File: src/design/pce_pkg.sv
`default_nettype none
// ============================================================================
// pce_pkg
// Shared types and constants of the candidate enumerator: item layouts,
// operation and register codes, state encodings and internal control bundles.
// ============================================================================
package pce_pkg;

    // Defaults of the top-level parameters
    localparam int ALPHA_MAX_DEF = 256;
    localparam int MAX_LEN_DEF   = 16;

    // Fixed field widths
    localparam int SEED_W  = 64;
    localparam int CHAR_W  = 8;
    localparam int DIGIT_W = 8;
    localparam int LEN_W   = 5;
    localparam int POS_W   = 4;
    localparam int RADIX_W = 9;
    localparam int CFG_W   = 32;
    localparam int PADDR_W = 3;

    // Seed divider: bits retired per cycle, and the bound and width of its counter
    localparam int DIV_STEPS  = 4;
    localparam int DIV_CYCLES = SEED_W / DIV_STEPS;
    localparam int DIV_CNT_W  = $clog2(DIV_CYCLES);

    typedef enum logic [1:0] {
        OP_LOAD = 2'd0,
        OP_SEED = 2'd1,
        OP_STEP = 2'd2
    } pce_op_t;

    typedef enum logic {
        REG_ALPHA_SIZE = 1'b0,
        REG_MAX_LEN    = 1'b1
    } pce_reg_t;

    typedef struct packed {
        pce_op_t             operation;
        logic [7:0]          symbol_index;
        logic [CHAR_W-1:0]   symbol_char;
        logic [SEED_W-1:0]   seed_number;
    } pce_in_t;

    typedef struct packed {
        logic [POS_W-1:0]    char_position;
        logic [CHAR_W-1:0]   char_value;
        logic [LEN_W-1:0]    cand_length;
        logic                last_char;
        logic                exhausted;
    } pce_out_t;

    // Digit store write request
    typedef struct packed {
        logic                we;
        logic [LEN_W-1:0]    addr;
        logic [DIGIT_W-1:0]  data;
    } pce_dwr_t;

    // Seed conversion status, one-cycle pulse on fin
    typedef struct packed {
        logic                fin;
        logic                over;
        logic [LEN_W-1:0]    len;
    } pce_seed_res_t;

    typedef enum logic [1:0] {
        ST_IDLE,
        ST_SEED,
        ST_EMIT,
        ST_FINISH
    } pce_state_t;

    typedef enum logic [1:0] {
        SD_IDLE,
        SD_SEARCH,
        SD_DIVIDE
    } pce_seed_state_t;

endpackage
`default_nettype wire

File: src/design/pce_alpha_ram.sv
`default_nettype none
// ============================================================================
// pce_alpha_ram
// Alphabet symbol store: one write port, one read port, registered read data.
// ============================================================================
module pce_alpha_ram
    import pce_pkg::*;
#(
    parameter int DEPTH = ALPHA_MAX_DEF,
    parameter int AW    = $clog2(ALPHA_MAX_DEF)
)
(
    input  wire logic              clk,
    input  wire logic              we,
    input  wire logic [AW-1:0]     waddr,
    input  wire logic [CHAR_W-1:0] wdata,
    input  wire logic [AW-1:0]     raddr,
    output logic      [CHAR_W-1:0] rdata
);

    logic [CHAR_W-1:0] mem_reg [DEPTH];
    logic [CHAR_W-1:0] rdata_reg;

    // Write one symbol, read one symbol per cycle
    always_ff @(posedge clk)
    begin
        if (we)
        begin
            mem_reg[waddr] <= wdata;
        end
        rdata_reg <= mem_reg[raddr];
    end

    assign rdata = rdata_reg;

endmodule
`default_nettype wire

File: src/design/pce_digit_ram.sv
`default_nettype none
// ============================================================================
// pce_digit_ram
// Digit index store with per-entry valid bits: an entry not yet written since
// reset reads as zero. Registered read data.
// ============================================================================
module pce_digit_ram
    import pce_pkg::*;
#(
    parameter int DEPTH = MAX_LEN_DEF,
    parameter int AW    = $clog2(MAX_LEN_DEF)
)
(
    input  wire logic               clk,
    input  wire logic               rst_n,
    input  wire logic               we,
    input  wire logic [AW-1:0]      waddr,
    input  wire logic [DIGIT_W-1:0] wdata,
    input  wire logic [AW-1:0]      raddr,
    output logic      [DIGIT_W-1:0] rdata
);

    logic [DIGIT_W-1:0] mem_reg [DEPTH];
    logic [DIGIT_W-1:0] rdata_reg;
    logic [DEPTH-1:0]   valid_reg;
    logic               rvalid_reg;

    // Store data; the read data is registered
    always_ff @(posedge clk)
    begin
        if (we)
        begin
            mem_reg[waddr] <= wdata;
        end
        rdata_reg <= mem_reg[raddr];
    end

    // Track written entries
    always_ff @(posedge clk or negedge rst_n)
    begin
        if (!rst_n)
        begin
            valid_reg  <= '0;
            rvalid_reg <= 1'b0;
        end
        else
        begin
            if (we)
            begin
                valid_reg[waddr] <= 1'b1;
            end
            rvalid_reg <= valid_reg[raddr];
        end
    end

    // Mask entries left at their reset value
    assign rdata = rvalid_reg ? rdata_reg : '0;

endmodule
`default_nettype wire

File: src/design/pce_seed_unit.sv
`default_nettype none
// ============================================================================
// pce_seed_unit
// Bijective base-N conversion of a seed number: a length search that peels
// off one radix power per cycle, then a long division by the radix that
// retires four bits per cycle and writes one digit per full pass over the number.
// ============================================================================
module pce_seed_unit
    import pce_pkg::*;
(
    input  wire logic               clk,
    input  wire logic               rst_n,
    input  wire logic               start,
    input  wire logic [SEED_W-1:0]  number,
    input  wire logic [RADIX_W-1:0] radix,
    input  wire logic [LEN_W-1:0]   limit,
    output pce_dwr_t                dwr,
    output pce_seed_res_t           res
);

    localparam int PROD_W = SEED_W + RADIX_W;

    pce_seed_state_t state_reg, state_next;

    logic [SEED_W-1:0]    num_reg, num_next;
    logic [SEED_W-1:0]    pwr_reg, pwr_next;
    logic                 big_reg, big_next;
    logic [LEN_W-1:0]     len_reg, len_next;
    logic [LEN_W-1:0]     pos_reg, pos_next;
    logic [RADIX_W-1:0]   rem_reg, rem_next;
    logic [DIV_CNT_W-1:0] cnt_reg, cnt_next;
    logic [RADIX_W-1:0]   radix_reg, radix_next;
    logic [LEN_W-1:0]     lim_reg, lim_next;
    pce_seed_res_t        res_reg, res_next;

    logic [PROD_W-1:0]    prod;
    logic                 search_go;
    logic                 last_cycle;
    logic                 last_digit;
    logic [RADIX_W-1:0]   div_rem;
    logic [SEED_W-1:0]    div_quo;

    // Next radix power and its overflow
    assign prod = {{RADIX_W{1'b0}}, pwr_reg} * {{SEED_W{1'b0}}, radix_reg};

    assign search_go  = !big_reg && (num_reg >= pwr_reg);
    assign last_cycle = (cnt_reg == DIV_CNT_W'(DIV_CYCLES - 1));
    assign last_digit = (pos_reg == (len_reg - LEN_W'(1)));

    // Retire DIV_STEPS quotient bits per cycle
    always_comb
    begin
        logic [RADIX_W:0]  r;
        logic [SEED_W-1:0] q;
        r = {1'b0, rem_reg};
        q = num_reg;
        for (int k = 0; k < DIV_STEPS; k++)
        begin
            r = {r[RADIX_W-1:0], q[SEED_W-1]};
            q = {q[SEED_W-2:0], 1'b0};
            if (r >= {1'b0, radix_reg})
            begin
                r    = r - {1'b0, radix_reg};
                q[0] = 1'b1;
            end
        end
        div_rem = r[RADIX_W-1:0];
        div_quo = q;
    end

    // Next state
    always_comb
    begin
        state_next = state_reg;
        unique case (state_reg)
            SD_IDLE:
            begin
                if (start)
                begin
                    state_next = SD_SEARCH;
                end
            end
            SD_SEARCH:
            begin
                if (search_go)
                begin
                    if (len_reg >= lim_reg)
                    begin
                        state_next = SD_IDLE;
                    end
                end
                else if (len_reg > lim_reg)
                begin
                    state_next = SD_IDLE;
                end
                else
                begin
                    state_next = SD_DIVIDE;
                end
            end
            SD_DIVIDE:
            begin
                if (last_cycle && last_digit)
                begin
                    state_next = SD_IDLE;
                end
            end
            default:
            begin
                state_next = SD_IDLE;
            end
        endcase
    end

    // Outputs: digit write and completion status
    always_comb
    begin
        dwr.we   = (state_reg == SD_DIVIDE) && last_cycle;
        dwr.addr = pos_reg;
        dwr.data = div_rem[DIGIT_W-1:0];

        res_next.fin  = 1'b0;
        res_next.over = 1'b0;
        res_next.len  = len_reg;
        unique case (state_reg)
            SD_SEARCH:
            begin
                if ((search_go && (len_reg >= lim_reg)) || (!search_go && (len_reg > lim_reg)))
                begin
                    res_next.fin  = 1'b1;
                    res_next.over = 1'b1;
                end
            end
            SD_DIVIDE:
            begin
                res_next.fin = last_cycle && last_digit;
            end
            default:
            begin
                res_next.fin = 1'b0;
            end
        endcase
    end

    // Datapath
    always_comb
    begin
        num_next   = num_reg;
        pwr_next   = pwr_reg;
        big_next   = big_reg;
        len_next   = len_reg;
        pos_next   = pos_reg;
        rem_next   = rem_reg;
        cnt_next   = cnt_reg;
        radix_next = radix_reg;
        lim_next   = lim_reg;
        case (state_reg)
            SD_IDLE:
            begin
                if (start)
                begin
                    num_next   = number;
                    pwr_next   = {{(SEED_W - RADIX_W){1'b0}}, radix};
                    big_next   = 1'b0;
                    len_next   = LEN_W'(1);
                    radix_next = radix;
                    lim_next   = limit;
                end
            end
            SD_SEARCH:
            begin
                pos_next = '0;
                rem_next = '0;
                cnt_next = '0;
                if (search_go && (len_reg < lim_reg))
                begin
                    num_next = num_reg - pwr_reg;
                    len_next = len_reg + LEN_W'(1);
                    if (prod[PROD_W-1:SEED_W] != '0)
                    begin
                        big_next = 1'b1;
                    end
                    else
                    begin
                        pwr_next = prod[SEED_W-1:0];
                    end
                end
            end
            SD_DIVIDE:
            begin
                num_next = div_quo;
                cnt_next = cnt_reg + DIV_CNT_W'(1);
                if (last_cycle)
                begin
                    rem_next = '0;
                    pos_next = pos_reg + LEN_W'(1);
                end
                else
                begin
                    rem_next = div_rem;
                end
            end
            default:
            begin
                num_next = num_reg;
            end
        endcase
    end

    // Control registers
    always_ff @(posedge clk or negedge rst_n)
    begin
        if (!rst_n)
        begin
            state_reg <= SD_IDLE;
            res_reg   <= '0;
        end
        else
        begin
            state_reg <= state_next;
            res_reg   <= res_next;
        end
    end

    // Payload registers
    always_ff @(posedge clk)
    begin
        num_reg   <= num_next;
        pwr_reg   <= pwr_next;
        big_reg   <= big_next;
        len_reg   <= len_next;
        pos_reg   <= pos_next;
        rem_reg   <= rem_next;
        cnt_reg   <= cnt_next;
        radix_reg <= radix_next;
        lim_reg   <= lim_next;
    end

    assign res = res_reg;

endmodule
`default_nettype wire

File: src/design/password_candidate_enumerator_core.sv
`default_nettype none
// ============================================================================
// password_candidate_enumerator_core
// Brute-force candidate enumerator over a loaded alphabet, bijective base-N.
// ============================================================================
// Usage:
//   Drive cmd and raise start; the item is taken at an edge with busy low.
//   A load writes one alphabet symbol in the accept cycle and leaves busy low.
//   A seed converts cmd.seed_number to a length and digits and holds busy
//   through the length search over the radix powers, the divider (which
//   retires four bits of the 64-bit number per cycle and writes one digit
//   per full pass over the number) and the report of the result; a seed that
//   does not fit drops busy once its length search reaches the length limit.
//   A step emits one result per character on result/result_valid, least
//   significant first and one per cycle, each passing the registered digit
//   read and then the registered symbol read; busy stays high through the
//   emit and finish states, so no new item is taken before the step ends.
//   The digit store is read, incremented with carry and written back in the
//   same pass, one position per cycle, so a longer candidate holds busy longer.
//   An exhausted step gives a single result with exhausted set, in the cycle
//   after acceptance, and busy stays low.
//   Results show for one cycle each; the receiver cannot stall them.
//   Reset restores alphabet_size 26, max_length 8, length one, digits zero;
//   the alphabet must be loaded before use. The user must write registers
//   over the APB port only while the block is idle; it does not enforce this.
// ============================================================================
module password_candidate_enumerator_core
    import pce_pkg::*;
#(
    parameter int ALPHA_MAX = ALPHA_MAX_DEF,
    parameter int MAX_LEN   = MAX_LEN_DEF
)
(
    input  wire logic               clk,
    input  wire logic               rst_n,
    input  wire logic               start,
    output logic                    busy,
    input  wire pce_in_t            cmd,
    output logic                    result_valid,
    output pce_out_t                result,
    input  wire logic               psel,
    input  wire logic               penable,
    input  wire logic               pwrite,
    input  wire logic [PADDR_W-1:0] paddr,
    input  wire logic [CFG_W-1:0]   pwdata,
    output logic      [CFG_W-1:0]   prdata,
    output logic                    pready
);

    localparam int A_AW = $clog2(ALPHA_MAX);
    localparam int D_AW = (MAX_LEN > 1) ? $clog2(MAX_LEN) : 1;
    localparam logic [LEN_W-1:0]   LIM_CAP   = LEN_W'((MAX_LEN > 31) ? 31 : MAX_LEN);
    localparam logic [RADIX_W-1:0] RADIX_CAP = RADIX_W'(ALPHA_MAX);

    pce_state_t state_reg, state_next;

    logic [RADIX_W-1:0] alpha_size_reg, alpha_size_next;
    logic [LEN_W-1:0]   max_len_reg, max_len_next;
    logic [LEN_W-1:0]   cur_len_reg, cur_len_next;
    logic               done_reg, done_next;
    logic [LEN_W-1:0]   issue_pos_reg, issue_pos_next;
    logic               carry_reg, carry_next;
    logic               s1_valid_reg, s1_valid_next;
    logic [LEN_W-1:0]   s1_pos_reg, s1_pos_next;
    logic               s1_last_reg, s1_last_next;
    logic               s2_valid_reg, s2_valid_next;
    logic [LEN_W-1:0]   s2_pos_reg, s2_pos_next;
    logic               s2_last_reg, s2_last_next;
    logic               s2_inrange_reg, s2_inrange_next;
    logic               exh_reg, exh_next;

    logic [RADIX_W-1:0] radix_eff;
    logic [LEN_W-1:0]   lim_eff;
    logic               accept;
    logic               cfg_write;
    logic               exhaust_cond;
    logic               issue;
    logic [DIGIT_W-1:0] digit_rdata;
    logic [CHAR_W-1:0]  alpha_rdata;
    logic [RADIX_W-1:0] digit_inc;
    logic               wraps;
    logic               load_we;
    logic               seed_start;
    pce_dwr_t           seed_dwr;
    pce_seed_res_t      seed_res;
    pce_dwr_t           step_dwr;
    pce_dwr_t           dig_wr;

    // Effective radix and length limit
    always_comb
    begin
        if (alpha_size_reg == '0)
        begin
            radix_eff = RADIX_W'(1);
        end
        else if (alpha_size_reg > RADIX_CAP)
        begin
            radix_eff = RADIX_CAP;
        end
        else
        begin
            radix_eff = alpha_size_reg;
        end
        lim_eff = (max_len_reg > LIM_CAP) ? LIM_CAP : max_len_reg;
    end

    assign accept       = start && !busy;
    assign busy         = (state_reg != ST_IDLE);
    assign exhaust_cond = done_reg || (cur_len_reg == '0) || (cur_len_reg > lim_eff);
    assign issue        = (state_reg == ST_EMIT) && (issue_pos_reg < cur_len_reg);
    assign load_we      = accept && (cmd.operation == OP_LOAD)
                          && ({1'b0, cmd.symbol_index} < RADIX_CAP);
    assign seed_start   = accept && (cmd.operation == OP_SEED);

    // Configuration port
    assign pready    = 1'b1;
    assign cfg_write = psel && penable && pwrite && pready;

    always_comb
    begin
        alpha_size_next = alpha_size_reg;
        max_len_next    = max_len_reg;
        unique case (pce_reg_t'(paddr[2]))
            REG_ALPHA_SIZE:
            begin
                prdata = {{(CFG_W - RADIX_W){1'b0}}, alpha_size_reg};
                if (cfg_write)
                begin
                    alpha_size_next = pwdata[RADIX_W-1:0];
                end
            end
            REG_MAX_LEN:
            begin
                prdata = {{(CFG_W - LEN_W){1'b0}}, max_len_reg};
                if (cfg_write)
                begin
                    max_len_next = pwdata[LEN_W-1:0];
                end
            end
            default:
            begin
                prdata = '0;
            end
        endcase
    end

    // Seed conversion unit
    pce_seed_unit u_seed (
        .clk    (clk),
        .rst_n  (rst_n),
        .start  (seed_start),
        .number (cmd.seed_number),
        .radix  (radix_eff),
        .limit  (lim_eff),
        .dwr    (seed_dwr),
        .res    (seed_res)
    );

    // Increment the digit read back for the position in stage one
    assign digit_inc = {1'b0, digit_rdata} + RADIX_W'(1);
    assign wraps     = !(digit_inc < radix_eff);

    // Step write: carry write-back during emit, new top digit at finish
    always_comb
    begin
        step_dwr.we   = 1'b0;
        step_dwr.addr = s1_pos_reg;
        step_dwr.data = wraps ? '0 : digit_inc[DIGIT_W-1:0];
        if (state_reg == ST_FINISH)
        begin
            step_dwr.we   = carry_reg && (cur_len_reg < lim_eff);
            step_dwr.addr = cur_len_reg;
            step_dwr.data = '0;
        end
        else if (s1_valid_reg)
        begin
            step_dwr.we = carry_reg;
        end
    end

    assign dig_wr = seed_dwr.we ? seed_dwr : step_dwr;

    pce_digit_ram #(
        .DEPTH (MAX_LEN),
        .AW    (D_AW)
    ) u_digits (
        .clk   (clk),
        .rst_n (rst_n),
        .we    (dig_wr.we),
        .waddr (dig_wr.addr[D_AW-1:0]),
        .wdata (dig_wr.data),
        .raddr (issue_pos_reg[D_AW-1:0]),
        .rdata (digit_rdata)
    );

    pce_alpha_ram #(
        .DEPTH (ALPHA_MAX),
        .AW    (A_AW)
    ) u_alpha (
        .clk   (clk),
        .we    (load_we),
        .waddr (cmd.symbol_index[A_AW-1:0]),
        .wdata (cmd.symbol_char),
        .raddr (digit_rdata[A_AW-1:0]),
        .rdata (alpha_rdata)
    );

    // Next state
    always_comb
    begin
        state_next = state_reg;
        unique case (state_reg)
            ST_IDLE:
            begin
                if (accept)
                begin
                    if (cmd.operation == OP_SEED)
                    begin
                        state_next = ST_SEED;
                    end
                    else if ((cmd.operation == OP_STEP) && !exhaust_cond)
                    begin
                        state_next = ST_EMIT;
                    end
                end
            end
            ST_SEED:
            begin
                if (seed_res.fin)
                begin
                    state_next = ST_IDLE;
                end
            end
            ST_EMIT:
            begin
                if (s1_valid_reg && s1_last_reg)
                begin
                    state_next = ST_FINISH;
                end
            end
            ST_FINISH:
            begin
                state_next = ST_IDLE;
            end
            default:
            begin
                state_next = ST_IDLE;
            end
        endcase
    end

    // Emit pipeline and candidate state
    always_comb
    begin
        cur_len_next    = cur_len_reg;
        done_next       = done_reg;
        issue_pos_next  = issue_pos_reg;
        carry_next      = carry_reg;
        exh_next        = 1'b0;
        s1_valid_next   = issue;
        s1_pos_next     = issue_pos_reg;
        s1_last_next    = (issue_pos_reg == (cur_len_reg - LEN_W'(1)));
        s2_valid_next   = s1_valid_reg;
        s2_pos_next     = s1_pos_reg;
        s2_last_next    = s1_last_reg;
        s2_inrange_next = ({1'b0, digit_rdata} < RADIX_CAP);

        // Start a step or flag it exhausted
        if (accept && (cmd.operation == OP_STEP))
        begin
            issue_pos_next = '0;
            carry_next     = 1'b1;
            if (exhaust_cond)
            begin
                exh_next  = 1'b1;
                done_next = 1'b1;
            end
        end

        if (issue)
        begin
            issue_pos_next = issue_pos_reg + LEN_W'(1);
        end

        // Drop the carry once a digit absorbs it
        if (s1_valid_reg && carry_reg && !wraps)
        begin
            carry_next = 1'b0;
        end

        // Grow the length or run out
        if ((state_reg == ST_FINISH) && carry_reg)
        begin
            if (cur_len_reg < lim_eff)
            begin
                cur_len_next = cur_len_reg + LEN_W'(1);
            end
            else
            begin
                done_next = 1'b1;
            end
        end

        // Take the seed result
        if (seed_res.fin)
        begin
            if (seed_res.over)
            begin
                done_next = 1'b1;
            end
            else
            begin
                done_next    = 1'b0;
                cur_len_next = seed_res.len;
            end
        end
    end

    // Control registers
    always_ff @(posedge clk or negedge rst_n)
    begin
        if (!rst_n)
        begin
            state_reg      <= ST_IDLE;
            alpha_size_reg <= RADIX_W'(26);
            max_len_reg    <= LEN_W'(8);
            cur_len_reg    <= LEN_W'(1);
            done_reg       <= 1'b0;
            s1_valid_reg   <= 1'b0;
            s2_valid_reg   <= 1'b0;
            exh_reg        <= 1'b0;
        end
        else
        begin
            state_reg      <= state_next;
            alpha_size_reg <= alpha_size_next;
            max_len_reg    <= max_len_next;
            cur_len_reg    <= cur_len_next;
            done_reg       <= done_next;
            s1_valid_reg   <= s1_valid_next;
            s2_valid_reg   <= s2_valid_next;
            exh_reg        <= exh_next;
        end
    end

    // Payload registers
    always_ff @(posedge clk)
    begin
        issue_pos_reg  <= issue_pos_next;
        carry_reg      <= carry_next;
        s1_pos_reg     <= s1_pos_next;
        s1_last_reg    <= s1_last_next;
        s2_pos_reg     <= s2_pos_next;
        s2_last_reg    <= s2_last_next;
        s2_inrange_reg <= s2_inrange_next;
    end

    // Result item
    always_comb
    begin
        result_valid         = s2_valid_reg || exh_reg;
        result.char_position = s2_valid_reg ? s2_pos_reg[POS_W-1:0] : '0;
        result.char_value    = (s2_valid_reg && s2_inrange_reg) ? alpha_rdata : '0;
        result.cand_length   = s2_valid_reg ? cur_len_reg : '0;
        result.last_char     = s2_valid_reg && s2_last_reg;
        result.exhausted     = exh_reg;
    end

    // An exhausted result never meets a character result
    a_exh_alone: assert property (@(posedge clk) disable iff (!rst_n)
        !(exh_reg && s2_valid_reg))
        else $error("exhausted result overlaps a character result");

    // The digit store is written by one source at a time
    a_one_writer: assert property (@(posedge clk) disable iff (!rst_n)
        !(seed_dwr.we && step_dwr.we))
        else $error("seed and step write the digit store together");

    // The final character ends the candidate
    a_last_ends: assert property (@(posedge clk) disable iff (!rst_n)
        (s2_valid_reg && s2_last_reg) |=> !s2_valid_reg)
        else $error("character result after the final character");

    // Carry write-back stays inside the candidate
    a_wb_range: assert property (@(posedge clk) disable iff (!rst_n)
        ((state_reg == ST_EMIT) && step_dwr.we) |-> (step_dwr.addr < cur_len_reg))
        else $error("digit write-back beyond the current length");

endmodule
`default_nettype wire

File: config.mk
export PLATFORM = sky130hd
export DESIGN_NAME = password_candidate_enumerator_core
export DESIGN_NICKNAME = d
export VERILOG_FILES = /design/src/design/pce_pkg.sv /design/src/design/pce_alpha_ram.sv /design/src/design/pce_digit_ram.sv /design/src/design/pce_seed_unit.sv /design/src/design/password_candidate_enumerator_core.sv
export SDC_FILE = /design/constraint.sdc
export NUM_CORES = 2
export LEC_CHECK = 0
export ABC_AREA = 0
export ABC_CLOCK_PERIOD_IN_PS = 19300
export BUFFER_PORTS_ARGS = -buffer_cell sky130_fd_sc_hd__buf_2
export CORE_MARGIN = 2
export CORE_UTILIZATION = 68
export DETAILED_ROUTE_END_ITERATION = 12
export GPL_ROUTABILITY_DRIVEN = 1
export PLACE_DENSITY_LB_ADDON = 0.08
export REMOVE_ABC_BUFFERS = 1
export SLEW_MARGIN = 20
export SYNTH_ARGS = -nofsm -noshare
export SYNTH_HDL_FRONTEND = slang
export SYNTH_HIERARCHICAL = 1
export SYNTH_SLANG_ARGS = --single-unit
File: constraint.sdc
create_clock -name clk -period 19.3 [get_ports clk]
set_input_delay 2.895 -clock clk [delete_from_list [all_inputs] [get_ports clk]]
set_output_delay 2.895 -clock clk [all_outputs]
set_load 0.005 [all_outputs]
==> metrics <==
outcome completed; vias 70,300; data arrival time at the worst-slack endpoint 11,640 ps; number of iterations in the first detailed-routing pass 6; root buffer cell sky130_fd_sc_hd__clkbuf_16; DR iter-0 viols 7,766; number of placement rows 153; pins over their slew limit 0; slowest cell on the critical path sky130_fd_sc_hd__clkinv_1; average vias per placed instance 6.71; Avg Synthesized Cell Area 15.0 um^2; CTS Hold Bufs 0; boundary pin count 177; number of remaining DRC errors 0; peak ir drop on the vdd network 0.000204 V; share of the yosys chip area belonging to registers 60.9%; FMAX 0.0895 GHz; CTS tree done; share of post-route cells with drive strength above 1 14.7%; number of flip-flops and latches in the synthesized netlist 2,425; leading post-synthesis cells by cell area sky130_fd_sc_hd__edfxtp_1, sky130_fd_sc_hd__mux4_2, sky130_fd_sc_hd__fa_1; horizontal die dimension 422 um; Max transition margin 22.9%; total global routing track utilization 33.7%; distinct cell type count after synthesis 107; drt wl/cell 28.3 um; slew at the pin closest to its max-slew limit 1150 ps; top_reg_cell synth sky130_fd_sc_hd__edfxtp_1; CTS Buf Count 228; post-route insts no fill 10,500; die outline area 178,000 um^2; clk slew on worst S/H paths 60 ps; Cell Pwr Density 100 nW/um^2; final worst path period need 11,170 ps; number of flip-flops in the largest register 2,048; setup ws final 8130 ps; final count of negative-setup-slack endpoints 0; largest delay contributor family on the critical path compound AO/OA/AOI/OAI gates; Area Growth Syn to Fin 8.36%; detailed placement HPWL 190,000 um; crit share post-route 57.9%; cell area after synthesis 119,000 um^2; CP Max Fanout 57; fraction of the core area covered by cells at the end of the flow 74.1%; initial antenna violation count 11; Skew-Pair Late Insertion Delay 880 ps; combined buffer and inverter count along the critical path 3; number of buffers inserted by port buffering 127; Routed Antenna Nets 0; count of flip-flops with a built-in enable after synthesis 2,347; final setup skew 71.8 ps; largest area contributor in the netlist sky130_fd_sc_hd__edfxtp_1; initial standard-cell utilization of the core 68.3%; kind of start point of the critical path flop; delay of the slowest cell on the worst path 730 ps; deepest level of the CTS H-tree 4; number of synthesis warnings 6; Worst EP required 19,770 ps; buffer levels on the longest clock path 3; count of cells resized by post-cts repair 0; largest net degree at the start of global routing 115; Post-CTS Repair Setup Buffers 0; max-cap viol count 0; final wirelength 296,000 um; Commonest cells post-synth sky130_fd_sc_hd__edfxtp_1, sky130_fd_sc_hd__nor2_1, sky130_fd_sc_hd__nand2_1, sky130_fd_sc_hd__inv_1, sky130_fd_sc_hd__mux4_2; Final Net Count 8,730; leakage component of the power 44.2 nW; setup repair after global routing missed its margin no; global-route wire length before repair 446,000 um; Remaining Overflow, GRT 0; Setup crit end kind flop; worst setup path category flop to flop; via count of the first global-routing pass 71,100; final hold viol count 0; top cell type's share of synthesized area 59.4%; leading cell type by number of instances after synthesis sky130_fd_sc_hd__edfxtp_1; Chip Height 422 um; placed cell count 10,000; Core ar. 174,000 um^2; worst slack at placement 8170 ps; type of the worst min-delay path flop to flop; cell count after synthesis 7,890; clk sinks 2,425; final estimated routing congestion in global placement 0.939; proportion of register bits with asynchronous set or reset after synthesis 2.10%
==> logic make-up (layout without fill, tap and decap cells) <==
logic type      after synthesis  count (layout)  share of synthesized area, %
compound gates             1082            1082                          6.19
xor+xnor                    175             175                          1.29
fa+ha+maj                   669             669                          9.84
buf+inv                     981            1208                          3.76
flops                      2425            2425                          60.9
mux                         690             690                          11.1
other cells                   2              33                       0.00633
simple gates               1866            1866                          6.86
==> area by class of cell <==
| type | instances | area, um^2 |
|---|---|---|
| timing repair buffer | 228 | 1530 |
| fill | 10500 | 45000 |
| sequential | 2425 | 72300 |
| tap | 2325 | 2910 |
| clock buffer | 272 | 5950 |
| clock inverter | 159 | 1660 |
| antenna | 9 | 22.5 |
| inverter | 549 | 2060 |
| multi-input combinational | 4506 | 42100 |
==> power breakdown <==
group / switching (mW) / internal, mW / leakage [nW]
combinational: 1.30 / 1.05 / 18.3
clock: 1.98 / 2.55 / 3.70
sequential: 0.0672 / 5.93 / 22.2
==> worst paths after layout <==
| path | startpoint | end | slack [ps] | cells past startpoint |
|---|---|---|---|---|
| max | u_seed/radix_reg[6]$_DFFE_PP_ | u_digits/mem_reg[12][6]$_DFFE_PP_ | 8130 | 39 |
| min in group asynchronous | rst_n | u_digits/valid_reg[14]$_DFFE_PN0P_ | 2200 | 2 |
| min | s1_pos_reg[3]$_DFF_P_ | s2_pos_reg[3]$_DFF_P_ | 360 | 0 |
| max reg2reg | u_seed/radix_reg[6]$_DFFE_PP_ | u_digits/mem_reg[12][6]$_DFFE_PP_ | 8130 | 39 |
| min reg2reg | s1_pos_reg[3]$_DFF_P_ | s2_pos_reg[3]$_DFF_P_ | 360 | 0 |
| max in group asynchronous | rst_n | alpha_size_reg[6]$_DFFE_PN0P_ | 16570 | 2 |
==> metal layers <==
metal | GRT usage, % | vias to the layer above | wire length [um]
met5 | 0 | - | 93
met4 | 13.7 | 12 | 12800
met3 | 6.04 | 696 | 28300
met2 | 54.8 | 4093 | 147000
met1 | 45.9 | 35800 | 109000
li1 | - | 29600 | -
==> stage by stage <==
step | power (mW) | hold WS (ps) | instance area, um^2 | TNS (ps)
finish | 12.9 | 357 | 129000 | 0
global placement | 8.38 | 351 | 121000 | 0
detailed placement | 8.42 | 348 | 121000 | 0
floorplan | 7.82 | 331 | 116000 | -967430
global route | 13.3 | 366 | 129000 | 0
CTS | 12.9 | 358 | 129000 | 0
==> worst register-to-register path: cells and delay by family (launching register included) <==
family,cells,cell delay (ps)
muxes,4,1340
AOI/OAI and AO/OA,16,4600
adders and majority gates,4,1740
buffers and inverters,3,1540
and+or+nand+nor,12,1280
DFF,1,320
==> layout by cell type (no fill, tap or decap), drive strengths merged, types with 63 or more instances in the layout <==
cell type / count
nand3: 80
mux2i: 148
a22oi: 164
ha: 229
a21o: 105
fa: 440
nor2: 807
buf: 220
nand2: 584
clkinv: 123
a221oi: 63
nand4: 64
xnor2: 104
mux4: 492
clkbuf: 280
o21ai: 151
inv: 549
edfxtp: 2347
a21oi: 278
xor2: 71
nor2b: 66
Note: power is estimated with default switching activity, not from simulation.
